--- src/kwm_pkg.sv ---
`timescale 1ns / 1ps
// ----------------------------------------------------------------------------
// kwm_pkg: shared definitions for the k-way merge min-heap unit
// Command and status codes, field widths and the heap entry layout.
// ----------------------------------------------------------------------------
package kwm_pkg;

  localparam int CMD_W  = 3;
  localparam int SRC_W  = 4;
  localparam int VAL_W  = 32;
  localparam int STAT_W = 2;

  localparam int MAX_LISTS_DEF = 16;

  localparam logic [CMD_W-1:0] CMD_CLEAR     = 3'd0;
  localparam logic [CMD_W-1:0] CMD_LOAD      = 3'd1;
  localparam logic [CMD_W-1:0] CMD_START     = 3'd2;
  localparam logic [CMD_W-1:0] CMD_ADVANCE   = 3'd3;
  localparam logic [CMD_W-1:0] CMD_EXHAUSTED = 3'd4;

  localparam logic [STAT_W-1:0] ST_VALID    = 2'd0;
  localparam logic [STAT_W-1:0] ST_EMPTY    = 2'd1;
  localparam logic [STAT_W-1:0] ST_FULL     = 2'd2;
  localparam logic [STAT_W-1:0] ST_ACCEPTED = 2'd3;

  // One heap entry as it sits in the memory: list number above the value.
  typedef struct packed {
    logic [SRC_W-1:0] src;
    logic [VAL_W-1:0] val;
  } heap_entry_t;

endpackage

--- src/kwm_if.sv ---
`timescale 1ns / 1ps
// ----------------------------------------------------------------------------
// kwm_in_if / kwm_out_if: command and result channels
// Valid/ready channels carrying one command word or one result word.
// ----------------------------------------------------------------------------
interface kwm_in_if;
  logic                        valid;
  logic                        ready;
  logic [kwm_pkg::CMD_W-1:0]   cmd;
  logic [kwm_pkg::SRC_W-1:0]   list_id;
  logic signed [kwm_pkg::VAL_W-1:0] value;

  modport source (output valid, output cmd, output list_id, output value, input ready);
  modport sink   (input valid, input cmd, input list_id, input value, output ready);
endinterface

interface kwm_out_if;
  logic                        valid;
  logic                        ready;
  logic signed [kwm_pkg::VAL_W-1:0] out_value;
  logic [kwm_pkg::SRC_W-1:0]   source_list;
  logic [kwm_pkg::STAT_W-1:0]  status;

  modport source (output valid, output out_value, output source_list, output status,
                  input ready);
  modport sink   (input valid, input out_value, input source_list, input status,
                  output ready);
endinterface

--- src/kway_merge_min_heap_unit.sv ---
`timescale 1ns / 1ps
// ----------------------------------------------------------------------------
// kway_merge_min_heap_unit: k-way merge engine on a binary min-heap
// Keeps list heads in a heap memory and reports the smallest head.
// ----------------------------------------------------------------------------
// The unit takes one command word at a time and answers each with exactly one
// result word. Clear and load go from acceptance straight to handing over the
// result. An advance or exhausted command fetches the entry that starts the
// sift, reads its children, then compares once per heap level the sift-down
// visits (at most floor(log2(n)) + 1 levels for n entries), reads the root and
// hands it on. Each level uses the heap memory once: its two read ports fetch
// both children while the write port stores the entry that moves up.
// A start command runs one such sift for each inner node, n/2 of them. A new
// command is taken as soon as the previous one has produced its result, even
// if that result word is still waiting in the output register.

module kway_merge_min_heap_unit #(
  parameter int MAX_LISTS = kwm_pkg::MAX_LISTS_DEF
) (
  input  logic         clk,
  input  logic         rst_n,
  kwm_in_if.sink       in_ch,
  kwm_out_if.source    out_ch
);

  localparam int AW = $clog2(MAX_LISTS);      // heap index
  localparam int CW = $clog2(MAX_LISTS + 1);  // entry count
  localparam int KW = AW + 2;                 // child index, may pass the end
  localparam int EW = $bits(kwm_pkg::heap_entry_t);

  localparam logic [2:0] S_IDLE  = 3'd0;
  localparam logic [2:0] S_FETCH = 3'd1;  // read the entry that starts a sift
  localparam logic [2:0] S_TAKE  = 3'd2;  // hold it, read its children
  localparam logic [2:0] S_CMP   = 3'd3;  // pick the smaller child, move it up
  localparam logic [2:0] S_ROOT  = 3'd4;  // read the root
  localparam logic [2:0] S_PUT   = 3'd5;  // hand the result to the output

  // Outcome of one sift comparison.
  localparam logic [1:0] PICK_NONE  = 2'd0;  // the held entry stays
  localparam logic [1:0] PICK_LEFT  = 2'd1;
  localparam logic [1:0] PICK_RIGHT = 2'd2;

  logic [2:0]                 state_r, state_nxt;
  logic [CW-1:0]              cnt_r, cnt_nxt;
  logic [AW-1:0]              node_r, node_nxt;
  logic [AW-1:0]              fetch_r, fetch_nxt;
  logic [CW-1:0]              build_r, build_nxt;
  logic                       building_r, building_nxt;
  logic                       adv_r, adv_nxt;
  logic [kwm_pkg::VAL_W-1:0]  adv_val_r, adv_val_nxt;
  kwm_pkg::heap_entry_t       hole_r, hole_nxt;
  logic [kwm_pkg::STAT_W-1:0] stat_r, stat_nxt;

  logic                       out_valid_r;
  logic [kwm_pkg::VAL_W-1:0]  out_value_r;
  logic [kwm_pkg::SRC_W-1:0]  out_src_r;
  logic [kwm_pkg::STAT_W-1:0] out_stat_r;

  logic                       ram_we;
  logic [AW-1:0]              ram_waddr, ram_raddr_a, ram_raddr_b;
  logic [EW-1:0]              ram_wdata, ram_rdata_a, ram_rdata_b;
  kwm_pkg::heap_entry_t       rd_a, rd_b;

  logic                       in_fire, out_free;
  logic [KW-1:0]              left_w, right_w, cnt_ext;
  logic                       left_ok, right_ok;
  logic [1:0]                 pick;
  logic [AW-1:0]              pick_idx;
  logic [KW-1:0]              pick_left, pick_right;

  kwm_ram #(
    .WIDTH (EW),
    .DEPTH (MAX_LISTS)
  ) u_heap (
    .clk     (clk),
    .we      (ram_we),
    .waddr   (ram_waddr),
    .wdata   (ram_wdata),
    .raddr_a (ram_raddr_a),
    .rdata_a (ram_rdata_a),
    .raddr_b (ram_raddr_b),
    .rdata_b (ram_rdata_b)
  );

  assign rd_a = kwm_pkg::heap_entry_t'(ram_rdata_a);
  assign rd_b = kwm_pkg::heap_entry_t'(ram_rdata_b);

  assign in_ch.ready = (state_r == S_IDLE);
  assign in_fire     = in_ch.valid && in_ch.ready;
  assign out_free    = !out_valid_r || out_ch.ready;

  // Children of the node being sifted, and whether they lie inside the heap.
  assign cnt_ext  = {{(KW-CW){1'b0}}, cnt_r};
  assign left_w   = {1'b0, node_r, 1'b1};
  assign right_w  = left_w + KW'(1);
  assign left_ok  = left_w < cnt_ext;
  assign right_ok = right_w < cnt_ext;

  // Strict comparisons: the parent keeps its place on a tie, then the left
  // child wins over the right one.
  always_comb begin
    logic signed [kwm_pkg::VAL_W-1:0] best_val;
    pick     = PICK_NONE;
    best_val = $signed(hole_r.val);
    if (left_ok && ($signed(rd_a.val) < best_val)) begin
      pick     = PICK_LEFT;
      best_val = $signed(rd_a.val);
    end
    if (right_ok && ($signed(rd_b.val) < best_val)) begin
      pick = PICK_RIGHT;
    end
  end

  assign pick_idx   = (pick == PICK_RIGHT) ? right_w[AW-1:0] : left_w[AW-1:0];
  assign pick_left  = {1'b0, pick_idx, 1'b1};
  assign pick_right = pick_left + KW'(1);

  always_comb begin
    state_nxt    = state_r;
    cnt_nxt      = cnt_r;
    node_nxt     = node_r;
    fetch_nxt    = fetch_r;
    build_nxt    = build_r;
    building_nxt = building_r;
    adv_nxt      = adv_r;
    adv_val_nxt  = adv_val_r;
    hole_nxt     = hole_r;
    stat_nxt     = stat_r;
    ram_we       = 1'b0;
    ram_waddr    = node_r;
    ram_wdata    = hole_r;
    ram_raddr_a  = fetch_r;
    ram_raddr_b  = fetch_r;

    case (state_r)
      S_IDLE: begin
        if (in_fire) begin
          state_nxt = S_PUT;
          stat_nxt  = kwm_pkg::ST_ACCEPTED;
          adv_nxt   = 1'b0;
          case (in_ch.cmd)
            kwm_pkg::CMD_CLEAR: begin
              cnt_nxt = '0;
            end
            kwm_pkg::CMD_LOAD: begin
              if (cnt_r >= CW'(MAX_LISTS)) begin
                stat_nxt = kwm_pkg::ST_FULL;
              end else begin
                // Heads are appended in arrival order; start orders them.
                ram_we    = 1'b1;
                ram_waddr = cnt_r[AW-1:0];
                ram_wdata = {in_ch.list_id, in_ch.value};
                cnt_nxt   = cnt_r + CW'(1);
              end
            end
            kwm_pkg::CMD_START: begin
              if (cnt_r == '0) begin
                stat_nxt = kwm_pkg::ST_EMPTY;
              end else begin
                stat_nxt = kwm_pkg::ST_VALID;
                if (cnt_r == CW'(1)) begin
                  state_nxt = S_ROOT;
                end else begin
                  // Bottom-up build: sift every inner node, last one first.
                  build_nxt    = cnt_r >> 1;
                  building_nxt = 1'b1;
                  node_nxt     = AW'((cnt_r >> 1) - CW'(1));
                  fetch_nxt    = AW'((cnt_r >> 1) - CW'(1));
                  state_nxt    = S_FETCH;
                end
              end
            end
            kwm_pkg::CMD_ADVANCE: begin
              if (cnt_r == '0) begin
                stat_nxt = kwm_pkg::ST_EMPTY;
              end else begin
                // The root keeps its list number and takes the new value.
                stat_nxt    = kwm_pkg::ST_VALID;
                adv_nxt     = 1'b1;
                adv_val_nxt = in_ch.value;
                node_nxt    = '0;
                fetch_nxt   = '0;
                state_nxt   = S_FETCH;
              end
            end
            kwm_pkg::CMD_EXHAUSTED: begin
              if (cnt_r <= CW'(1)) begin
                cnt_nxt  = '0;
                stat_nxt = kwm_pkg::ST_EMPTY;
              end else begin
                // The last entry replaces the root and the heap shrinks.
                stat_nxt  = kwm_pkg::ST_VALID;
                cnt_nxt   = cnt_r - CW'(1);
                fetch_nxt = AW'(cnt_r - CW'(1));
                node_nxt  = '0;
                state_nxt = S_FETCH;
              end
            end
            default: begin
              stat_nxt = kwm_pkg::ST_ACCEPTED;
            end
          endcase
        end
      end
      S_FETCH: begin
        ram_raddr_a = fetch_r;
        state_nxt   = S_TAKE;
      end
      S_TAKE: begin
        hole_nxt = rd_a;
        if (adv_r) begin
          hole_nxt.val = adv_val_r;
        end
        ram_raddr_a = left_w[AW-1:0];
        ram_raddr_b = right_w[AW-1:0];
        state_nxt   = S_CMP;
      end
      S_CMP: begin
        ram_we    = 1'b1;
        ram_waddr = node_r;
        if (pick != PICK_NONE) begin
          // The smaller child moves up; the held entry goes one level down.
          ram_wdata   = (pick == PICK_RIGHT) ? rd_b : rd_a;
          node_nxt    = pick_idx;
          ram_raddr_a = pick_left[AW-1:0];
          ram_raddr_b = pick_right[AW-1:0];
        end else begin
          ram_wdata = hole_r;
          if (building_r && (build_r > CW'(1))) begin
            build_nxt = build_r - CW'(1);
            node_nxt  = AW'(build_r - CW'(2));
            fetch_nxt = AW'(build_r - CW'(2));
            state_nxt = S_FETCH;
          end else begin
            building_nxt = 1'b0;
            state_nxt    = S_ROOT;
          end
        end
      end
      S_ROOT: begin
        ram_raddr_a = '0;
        state_nxt   = S_PUT;
      end
      S_PUT: begin
        // Port A stays on the root so its data holds while the output waits.
        ram_raddr_a = '0;
        if (out_free) begin
          state_nxt = S_IDLE;
        end
      end
      default: begin
        state_nxt = S_IDLE;
      end
    endcase
  end

  always_ff @(posedge clk) begin
    if (!rst_n) begin
      state_r     <= S_IDLE;
      cnt_r       <= '0;
      building_r  <= 1'b0;
      adv_r       <= 1'b0;
      out_valid_r <= 1'b0;
    end else begin
      state_r    <= state_nxt;
      cnt_r      <= cnt_nxt;
      building_r <= building_nxt;
      adv_r      <= adv_nxt;
      if ((state_r == S_PUT) && out_free) begin
        out_valid_r <= 1'b1;
      end else if (out_ch.ready) begin
        out_valid_r <= 1'b0;
      end
    end
  end

  always_ff @(posedge clk) begin
    node_r    <= node_nxt;
    fetch_r   <= fetch_nxt;
    build_r   <= build_nxt;
    adv_val_r <= adv_val_nxt;
    hole_r    <= hole_nxt;
    stat_r    <= stat_nxt;
    if ((state_r == S_PUT) && out_free) begin
      out_stat_r <= stat_r;
      if (stat_r == kwm_pkg::ST_VALID) begin
        out_value_r <= rd_a.val;
        out_src_r   <= rd_a.src;
      end else begin
        out_value_r <= '0;
        out_src_r   <= '0;
      end
    end
  end

  assign out_ch.valid       = out_valid_r;
  assign out_ch.out_value   = out_value_r;
  assign out_ch.source_list = out_src_r;
  assign out_ch.status      = out_stat_r;

  // The entry count never passes the heap size.
  a_cnt_bound: assert property (@(posedge clk) disable iff (!rst_n)
    cnt_r <= CW'(MAX_LISTS))
    else $error("heap entry count above capacity");

  // A sift only ever works on a node inside the heap.
  a_node_in_heap: assert property (@(posedge clk) disable iff (!rst_n)
    (state_r == S_CMP) |-> (KW'(node_r) < cnt_ext))
    else $error("sift node outside the heap");

  // A load into a heap with room grows it by exactly one entry.
  a_load_grows: assert property (@(posedge clk) disable iff (!rst_n)
    (in_fire && (in_ch.cmd == kwm_pkg::CMD_LOAD) && (cnt_r < CW'(MAX_LISTS)))
      |=> (cnt_r == $past(cnt_r) + CW'(1)))
    else $error("accepted load did not add an entry");

  // Only a valid root carries a value and a list number.
  a_zero_payload: assert property (@(posedge clk) disable iff (!rst_n)
    (out_valid_r && (out_stat_r != kwm_pkg::ST_VALID))
      |-> ((out_value_r == '0) && (out_src_r == '0)))
    else $error("payload not zero on a status-only result");

endmodule

--- src/kwm_ram.sv ---
`timescale 1ns / 1ps
// ----------------------------------------------------------------------------
// kwm_ram: generic synchronous RAM
// One write port and two read ports, read data registered.
// ----------------------------------------------------------------------------
module kwm_ram #(
  parameter int WIDTH = 36,
  parameter int DEPTH = 16
) (
  input  logic                     clk,
  input  logic                     we,
  input  logic [$clog2(DEPTH)-1:0] waddr,
  input  logic [WIDTH-1:0]         wdata,
  input  logic [$clog2(DEPTH)-1:0] raddr_a,
  output logic [WIDTH-1:0]         rdata_a,
  input  logic [$clog2(DEPTH)-1:0] raddr_b,
  output logic [WIDTH-1:0]         rdata_b
);

  logic [WIDTH-1:0] mem [DEPTH];

  always_ff @(posedge clk) begin
    if (we) begin
      mem[waddr] <= wdata;
    end
    rdata_a <= mem[raddr_a];
    rdata_b <= mem[raddr_b];
  end

endmodule

--- src/flat_wrapper.sv ---
// flat-port wrapper written by rule: the top's interface ports become plain ports
module kway_merge_min_heap_unit_flat 
#(
  parameter int MAX_LISTS = kwm_pkg::MAX_LISTS_DEF
)
  (clk, rst_n, in_ch_valid, in_ch_cmd, in_ch_list_id, in_ch_value, in_ch_ready, out_ch_valid, out_ch_out_value, out_ch_source_list, out_ch_status, out_ch_ready);
  kwm_in_if in_ch_i ();
  kwm_out_if out_ch_i ();
  input  logic clk;
  input  logic rst_n;
  input wire logic [$bits(in_ch_i.valid)-1:0] in_ch_valid;
  input wire logic [$bits(in_ch_i.cmd)-1:0] in_ch_cmd;
  input wire logic [$bits(in_ch_i.list_id)-1:0] in_ch_list_id;
  input wire logic [$bits(in_ch_i.value)-1:0] in_ch_value;
  output wire logic [$bits(in_ch_i.ready)-1:0] in_ch_ready;
  output wire logic [$bits(out_ch_i.valid)-1:0] out_ch_valid;
  output wire logic [$bits(out_ch_i.out_value)-1:0] out_ch_out_value;
  output wire logic [$bits(out_ch_i.source_list)-1:0] out_ch_source_list;
  output wire logic [$bits(out_ch_i.status)-1:0] out_ch_status;
  input wire logic [$bits(out_ch_i.ready)-1:0] out_ch_ready;
  assign in_ch_i.valid = in_ch_valid;
  assign in_ch_i.cmd = in_ch_cmd;
  assign in_ch_i.list_id = in_ch_list_id;
  assign in_ch_i.value = in_ch_value;
  assign in_ch_ready = in_ch_i.ready;
  assign out_ch_valid = out_ch_i.valid;
  assign out_ch_out_value = out_ch_i.out_value;
  assign out_ch_source_list = out_ch_i.source_list;
  assign out_ch_status = out_ch_i.status;
  assign out_ch_i.ready = out_ch_ready;
  kway_merge_min_heap_unit #(.MAX_LISTS(MAX_LISTS)) u_core (.clk(clk), .rst_n(rst_n), .in_ch(in_ch_i), .out_ch(out_ch_i));
endmodule
--- config.mk ---
export PLATFORM = sky130hd
export DESIGN_NAME = kway_merge_min_heap_unit_flat
export DESIGN_NICKNAME = d
export VERILOG_FILES = /design/src/kwm_pkg.sv /design/src/kwm_if.sv /design/src/kway_merge_min_heap_unit.sv /design/src/kwm_ram.sv /design/src/flat_wrapper.sv
export SDC_FILE = /design/constraint.sdc
export NUM_CORES = 1
export LEC_CHECK = 0
export BUFFER_PORTS_ARGS = -buffer_cell sky130_fd_sc_hd__buf_2
export CAP_MARGIN = 10
export CORE_MARGIN = 3
export CORE_UTILIZATION = 65
export CTS_BUF_LIST = sky130_fd_sc_hd__clkbuf_4 sky130_fd_sc_hd__clkbuf_8
export CTS_CLUSTER_DIAMETER = 50
export DETAILED_ROUTE_END_ITERATION = 6
export GPL_TIMING_DRIVEN = 1
export PLACE_DENSITY_LB_ADDON = 0.12
export SLEW_MARGIN = 20
export SYNTH_ARGS = -nofsm -noshare
export SYNTH_HDL_FRONTEND = slang
export SYNTH_SLANG_ARGS = --single-unit
export TNS_END_PERCENT = 1
--- constraint.sdc ---
create_clock -name clk -period 7.5 [get_ports clk]
set_input_delay 1.5 -clock clk [delete_from_list [all_inputs] [get_ports clk]]
set_output_delay 1.5 -clock clk [all_outputs]
set_load 0.01 [all_outputs]
==> flow_metrics.env, run 1 <==
export IMPL_via_per_inst=7.06
export IMPL_first_pass_iters=6
export IMPL_cts_buffers=120
export IMPL_timing_final_crit_share_pct=96.4
export IMPL_end_kind="register"
export IMPL_fp_row_count=86
export IMPL_grt_util_all_layers_pct=33.6
export IMPL_crit_fanout=59
export IMPL_startpoint_type="register"
export IMPL_crit_path_start="u_core.cnt_r[2]"
export IMPL_seq_area_frac_synth_pct=61.9
export IMPL_drive_gt1_share_pct=30.1
export IMPL_ff2ff_setup_slack_ns=0.27
export IMPL_fmax_ghz=0.138
export IMPL_relSlewSlack_pct=19.7
export IMPL_hold_viol=0
export IMPL_portBuffers=82
export IMPL_crit_cells=23
export IMPL_yosys_most_used_dff="edfxtp_1"
export IMPL_fin_skew_ns=0.0313
export IMPL_cp_arrival_ns=7.84
export IMPL_wirelength_um=96900
export IMPL_syn_area_per_cell_um2=16.0
export IMPL_cp_slowest_cell="or4b_4"
export IMPL_cts_sinks=780
export IMPL_synth_seq_cells=780
export IMPL_pre_cts_ws_ns=0.314
export IMPL_hold_buffers=0
export IMPL_worstReg2RegStart="u_core.cnt_r[2]"
export IMPL_synth_area_um2=36500
export IMPL_path_delay_family="simple AND/OR/NAND/NOR gates"
export IMPL_setup_viol=0
export IMPL_start_util_pct=66.0
export IMPL_worstRegToRegCells=23
export IMPL_fin_ws_ns=0.271
export IMPL_ant_nets=0
export IMPL_core_area_um2=55300
export IMPL_slew_viol_final=0
export IMPL_rsz0062_at_grt="false"
export IMPL_die_h_um=243
export IMPL_finalSetupTns_ns=0
export IMPL_crit_chain="inv_1 -> ha_1 -> nor2b_1 -> o21a_1 -> o21a_1 -> or2_1 -> or4b_4 -> nand2_8 -> nor2_1 -> a21oi_1 -> ha_1 -> nand4_1 -> nor2_1 -> o211ai_1 -> a21o_1 -> a211o_1 -> buf_4 -> o21ai_4 -> buf_12 -> buf_4 -> mux4_2 -> nand3_1 -> nand4_1"
export IMPL_hp_class="reg -> reg"
export IMPL_clk_pin_slew_ns=0.06
export IMPL_drc=0
export IMPL_status="completed"
export IMPL_grt_max_degree=81
export IMPL_antenna_found_initial=1
export IMPL_min_delay_start="u_core.u_heap.rdata_a[32]"
export IMPL_cellLeakagePower_nw=14.0
export IMPL_fin_nets=2560
export IMPL_cp_slowest_stage_delay_ns=0.60
export IMPL_insertion_delay_ns=0.76
export IMPL_whs_ns=0.474
export IMPL_cp_num_buf_inv=4
export IMPL_syn2layout_area_growth_pct=12.2
export IMPL_drt_wirelength_per_cell_um=29.5
export IMPL_ios=83
export IMPL_cts_buffer_depth=3
export IMPL_crit_required_ns=8.11
export IMPL_power_density_nw_per_um2=368
export IMPL_die_w_um=243
export IMPL_syn_inst=2284
export IMPL_die_area_um2=59000
export IMPL_async_flop_share_pct=0
export IMPL_detail_route_iter0_violations=3050
export IMPL_synth_distinct_cells=70
export IMPL_gp_congestion=0.896
export IMPL_grt_pass1_wl_um=146000
export IMPL_ys_warn_count=0
export IMPL_place_hpwl_um=57300
export IMPL_syn_nets=2409
export IMPL_nFillCells=3302
export IMPL_worstHoldPathCells=0
export IMPL_grt_pass1_vias=23482
export IMPL_ff_latch_area_um2=22600
export IMPL_ir_drop_mv=0.248
export IMPL_multi_input_area_um2=13100
export IMPL_tightestPinTransition_ns=1.20
export IMPL_synth_edf_count=697
export IMPL_cts_tree="yes"
export IMPL_crit_type="reg -> reg"
export IMPL_placed_cells=3060
export IMPL_clockRootBuffer="clkbuf_8"
export IMPL_finalCriticalPeriod_ns=7.23
export IMPL_grt_overflow_total=0
export IMPL_vias=23214
export IMPL_instances_no_fill=3288
export IMPL_htreeDepth=3
export IMPL_drv_cap=0
==> cell usage in the layout, fill, tap and decap left out, types with 76 or more instances in the layout <==
cell,n
buf_2,82
buf_4,76
a21oi_1,76
nand3_1,157
ha_1,82
edfxtp_1,697
a22oi_1,109
mux4_2,288
o21ai_0,108
dfxtp_1,82
nand2_1,128
clkbuf_8,136
==> worst register-to-register path, stage by stage, from the launching register on <==
cell      delay [ns]
dfxtp_1         0.53
inv_1           0.26
ha_1            0.33
nor2b_1         0.13
o21a_1          0.16
o21a_1          0.23
or2_1           0.27
or4b_4          0.60
nand2_8         0.34
nor2_1          0.11
a21oi_1         0.57
ha_1            0.24
nand4_1         0.14
nor2_1          0.55
o211ai_1        0.24
a21o_1          0.21
a211o_1         0.37
buf_4           0.22
o21ai_4         0.20
buf_12          0.23
buf_4           0.35
mux4_2          0.58
nand3_1         0.11
nand4_1         0.11
==> metal layers <==
| layer | part of all wire, % | track usage [%] | vias up |
|---|---|---|---|
| met2 | 47 | 51.8 | 1589 |
| met3 | 12 | 7.71 | 236 |
| met1 | 37 | 47.5 | 11762 |
| met5 | 0 | 0 | - |
| li1 | - | - | 9627 |
| met4 | 4.0 | 13.4 | 0 |
==> sequential cells by signal, indices dropped and copies added, names as in the netlist <==
signal / count
u_core.u_heap.mem: 576
u_core.hole_r: 36
u_core.u_heap.rdata_a: 36
u_core.u_heap.rdata_b: 36
u_core.adv_val_r: 32
u_core.out_ch.out_value: 32
u_core.build_r: 5
u_core.cnt_r: 5
u_core.fetch_r: 4
u_core.node_r: 4
u_core.out_ch.source_list: 4
u_core.state_r: 3
u_core.out_ch.status: 2
u_core.stat_r: 2
u_core.adv_r: 1
u_core.building_r: 1
u_core.out_ch.valid: 1
==> cell usage after synthesis, drive strengths merged, types with 3 or more instances <==
library cell | instances | area [um^2]
a31oi | 10 | 83.8
and3 | 5 | 31.3
o221ai | 3 | 26.3
o311ai | 3 | 33.8
xnor2 | 6 | 52.6
a211oi | 4 | 30.0
nand3 | 157 | 786
edfxtp | 697 | 20900
or3 | 3 | 18.8
o21ai | 112 | 561
a22oi | 109 | 818
mux2 | 33 | 372
o21a | 4 | 30.0
o22ai | 6 | 37.5
a21o | 6 | 45.0
a21oi | 80 | 412
o211ai | 11 | 82.6
mux2i | 6 | 60.1
nor3 | 17 | 85.1
a21boi | 5 | 37.5
xor2 | 5 | 43.8
dfxtp | 83 | 1660
nand2b | 4 | 25.0
inv | 54 | 203
o31ai | 4 | 43.8
buf | 69 | 493
nor4 | 4 | 25.0
and2 | 40 | 250
nor2 | 85 | 319
mux4 | 288 | 6490
nand4 | 47 | 294
nand2 | 130 | 495
clkbuf | 86 | 342
ha | 82 | 1030
==> report_power, final <==
| part | total (mW) | internal [mW] | switching [mW] |
|---|---|---|---|
| combinational | 5.61 | 2.38 | 3.22 |
| sequential | 5.69 | 5.38 | 0.313 |
| clock | 3.75 | 2.09 | 1.65 |
==> path summary, 6_finish.rpt <==
path,end
min reg2reg,u_core.hole_r[32]
min,u_core.hole_r[32]
max reg2reg,u_core.u_heap.rdata_b[19]
max,u_core.u_heap.rdata_b[19]
==> cell families (layout without fill, tap and decap cells) <==
kind of cell             after synthesis  count (layout)  share of synthesized area [%]
flip-flops                           780             780                           61.9
XOR/XNOR                              11              11                          0.264
multiplexers                         327             327                           19.0
AND/OR/NAND/NOR                      503             503                           6.66
AO/OA/AOI/OAI                        372             372                           6.55
adder cells (fa/ha/maj)               82              82                           2.81
buffers and inverters                209             464                           2.84
other                                  0               1                              0
==> repair_timing <==
action	in CTS	in global routing
endpoints found under the hold margin	0	0
resized for setup	0	1
setup buffers	0	0
endpoints found under the setup margin	0	88
==> final cells by class <==
| class | instances | area share [%] |
|---|---|---|
| timing repair buffer | 184 | 3.69 |
| clock buffer | 189 | 5.54 |
| multi-input combinational | 1295 | 32.0 |
| clock inverter | 37 | 0.773 |
| inverter | 54 | 0.495 |
| tap | 748 | 2.29 |
| sequential | 780 | 55.2 |
| antenna | 1 | 0.00611 |
==> metrics by stage <==
| stage | utilization [%] | area [um^2] | power, mW |
|---|---|---|---|
| 2_1_floorplan | - | 36500 | 9.56 |
| 3_3_place_gp | 69.3 | 38300 | 11.2 |
| 3_5_place_dp | 69.3 | 38300 | 11.3 |
| 4_1_cts | 74.0 | 40900 | 15.0 |
| 5_1_grt | 74.0 | 40900 | 15.7 |
| 6_report | 74.0 | 40900 | 15.0 |
Note: power is estimated with default switching activity, not from simulation.
==> run 2, diff against run 1 <==
Clock period 7.5 ns to 8 ns, I/O delays scaled along.
==> flow_metrics.env, run 2 (synthesized netlist as in run 1, its figures left out) <==
export IMPL_antenna_found_initial=0
export IMPL_final_cell_mix="edfxtp_1 (697), mux4_2 (288), nand3_1 (157)"
export IMPL_slew_viol_final=0
export IMPL_crit_path_start="u_core.cnt_r[2]"
export IMPL_crit_type="reg -> reg"
export IMPL_cp_slowest_stage_delay_ns=0.60
export IMPL_crit_required_ns=8.61
export IMPL_fin_ws_ns=0.512
export IMPL_placed_cells=3050
export IMPL_die_area_um2=59000
export IMPL_clockRootBuffer="clkbuf_8"
export IMPL_place_hpwl_um=55300
export IMPL_cp_slowest_cell="o21ai_0"
export IMPL_hp_class="reg -> reg"
export IMPL_ant_nets=0
export IMPL_ios=83
export IMPL_cts_buffers=121
export IMPL_wirelength_um=95800
export IMPL_hold_viol=0
export IMPL_crit_end="u_core.u_heap.rdata_a[23]"
export IMPL_instances_no_fill=3281
export IMPL_worstRegToRegCells=22
export IMPL_ff_latch_area_um2=22600
export IMPL_syn2layout_area_growth_pct=11.7
export IMPL_clk_pin_slew_ns=0.06
export IMPL_use_met1_pct=45.7
export IMPL_detail_route_iter0_violations=2840
export IMPL_start_util_pct=66.0
export IMPL_busiest_layer="met2"
export IMPL_pre_cts_ws_ns=0.580
export IMPL_finalCriticalPeriod_ns=7.49
export IMPL_post_cts_setup_buffers=0
export IMPL_gp_congestion=0.886
export IMPL_via_per_inst=7.04
export IMPL_relSlewSlack_pct=25.0
export IMPL_cellLeakagePower_nw=13.9
export IMPL_htreeDepth=3
export IMPL_finish_utilization_pct=73.7
export IMPL_min_delay_start="u_core.u_heap.rdata_a[34]"
export IMPL_rsz0062_at_grt="false"
export IMPL_grt_max_degree=93
export IMPL_cpMostUsedCell="a21oi_1"
export IMPL_largest_reg_flops=576
export IMPL_tightestPinTransition_ns=1.12
export IMPL_drc=0
export IMPL_setup_viol=0
export IMPL_die_h_um=243
export IMPL_timing_final_crit_share_pct=93.6
export IMPL_crit_fanout=57
export IMPL_cts_buffer_depth=3
export IMPL_fin_nets=2551
export IMPL_nFillCells=3398
export IMPL_drive_gt1_share_pct=29.9
export IMPL_multi_input_area_um2=13100
export IMPL_ir_drop_mv=0.303
export IMPL_largest_register="u_core.u_heap.mem"
export IMPL_power_density_nw_per_um2=341
export IMPL_ff2ff_setup_slack_ns=0.51
export IMPL_fin_skew_ns=0.0375
export IMPL_power_mw=13.9
export IMPL_end_kind="register"
export IMPL_drv_cap=0
export IMPL_startpoint_type="register"
export IMPL_hold_buffers=0
export IMPL_worstReg2RegStart="u_core.cnt_r[2]"
export IMPL_grt_overflow_total=0
export IMPL_grt_util_all_layers_pct=32.8
export IMPL_grt_use_met3_pct=8.01
export IMPL_drt_wirelength_per_cell_um=29.2
export IMPL_cp_arrival_ns=8.10
export IMPL_first_pass_iters=7
export IMPL_crit_chain="inv_1 -> ha_1 -> nor2b_1 -> o21a_1 -> o21a_1 -> or2_1 -> or4b_4 -> nand2_4 -> a21oi_1 -> ha_1 -> nand2_1 -> o21ai_0 -> a21oi_1 -> o21ai_0 -> a21oi_1 -> a211o_1 -> o311ai_4 -> buf_12 -> buf_12 -> mux4_2 -> a22oi_1 -> nand2_1"
export IMPL_worstHoldPathCells=0
export IMPL_status="completed"
export IMPL_cts_resized=0
export IMPL_fmax_ghz=0.134
export IMPL_portBuffers=82
export IMPL_grt_pass1_wl_um=143000
export IMPL_cts_sinks=780
export IMPL_die_w_um=243
export IMPL_fp_row_count=86
export IMPL_insertion_delay_ns=0.75
export IMPL_grt_use_met2_pct=50.5
export IMPL_grt_pass1_vias=23372
export IMPL_core_area_um2=55300
export IMPL_layout_commonest_cell="edfxtp_1"
export IMPL_cts_tree="yes"
export IMPL_vias=23091
export IMPL_finalSetupTns_ns=0
export IMPL_rr_endpoint="u_core.u_heap.rdata_a[23]"
[run 2: critical path: cells and delay by family, from the launching register on]
kind / cells / cell delay, ns
buffers and inverters: 3 / 0.90
adders and majority gates: 2 / 0.65
and+or+nand+nor: 6 / 1.69
muxes: 1 / 0.57
DFF: 1 / 0.52
AOI/OAI and AO/OA: 10 / 2.97
[run 2: final cells by class]
class,instances,area share (%)
repair buffers,174,3.25
multi-input cells,1295,32.2
clock inverters,35,0.568
flip-flops and latches,780,55.4
inverters,54,0.501
well taps,748,2.30
clock buffers,194,5.77
diodes,1,0.00614
[run 2: metal layers]
| metal | vias up | wire length (um) |
|---|---|---|
| met5 | - | 80 |
| met4 | 2 | 4250 |
| met3 | 298 | 11500 |
| met2 | 1573 | 44500 |
| met1 | 11607 | 35500 |
| li1 | 9611 | - |
[run 2: worst min path at each step]
stage,end,slack (ns)
floorplan,u_core.hole_r[32],0.42
global placement,u_core.hole_r[34],0.43
detailed placement,u_core.hole_r[34],0.45
CTS,u_core.hole_r[34],0.46
global route,u_core.hole_r[34],0.48
finish,u_core.hole_r[34],0.46
[run 2: metrics by stage]
step,hold slack [ns],instance area (um^2)
final,0.457,40700
after global placement,0.435,38100
after detailed placement,0.447,38100
after CTS,0.460,40700
after floorplan,0.422,36500
after global routing,0.481,40700
[run 2: where the power goes]
group / total, mW / internal [mW] / switching, mW
sequential: 5.34 / 5.05 / 0.291
combinational: 5.10 / 2.13 / 2.98
clock: 3.47 / 1.92 / 1.54
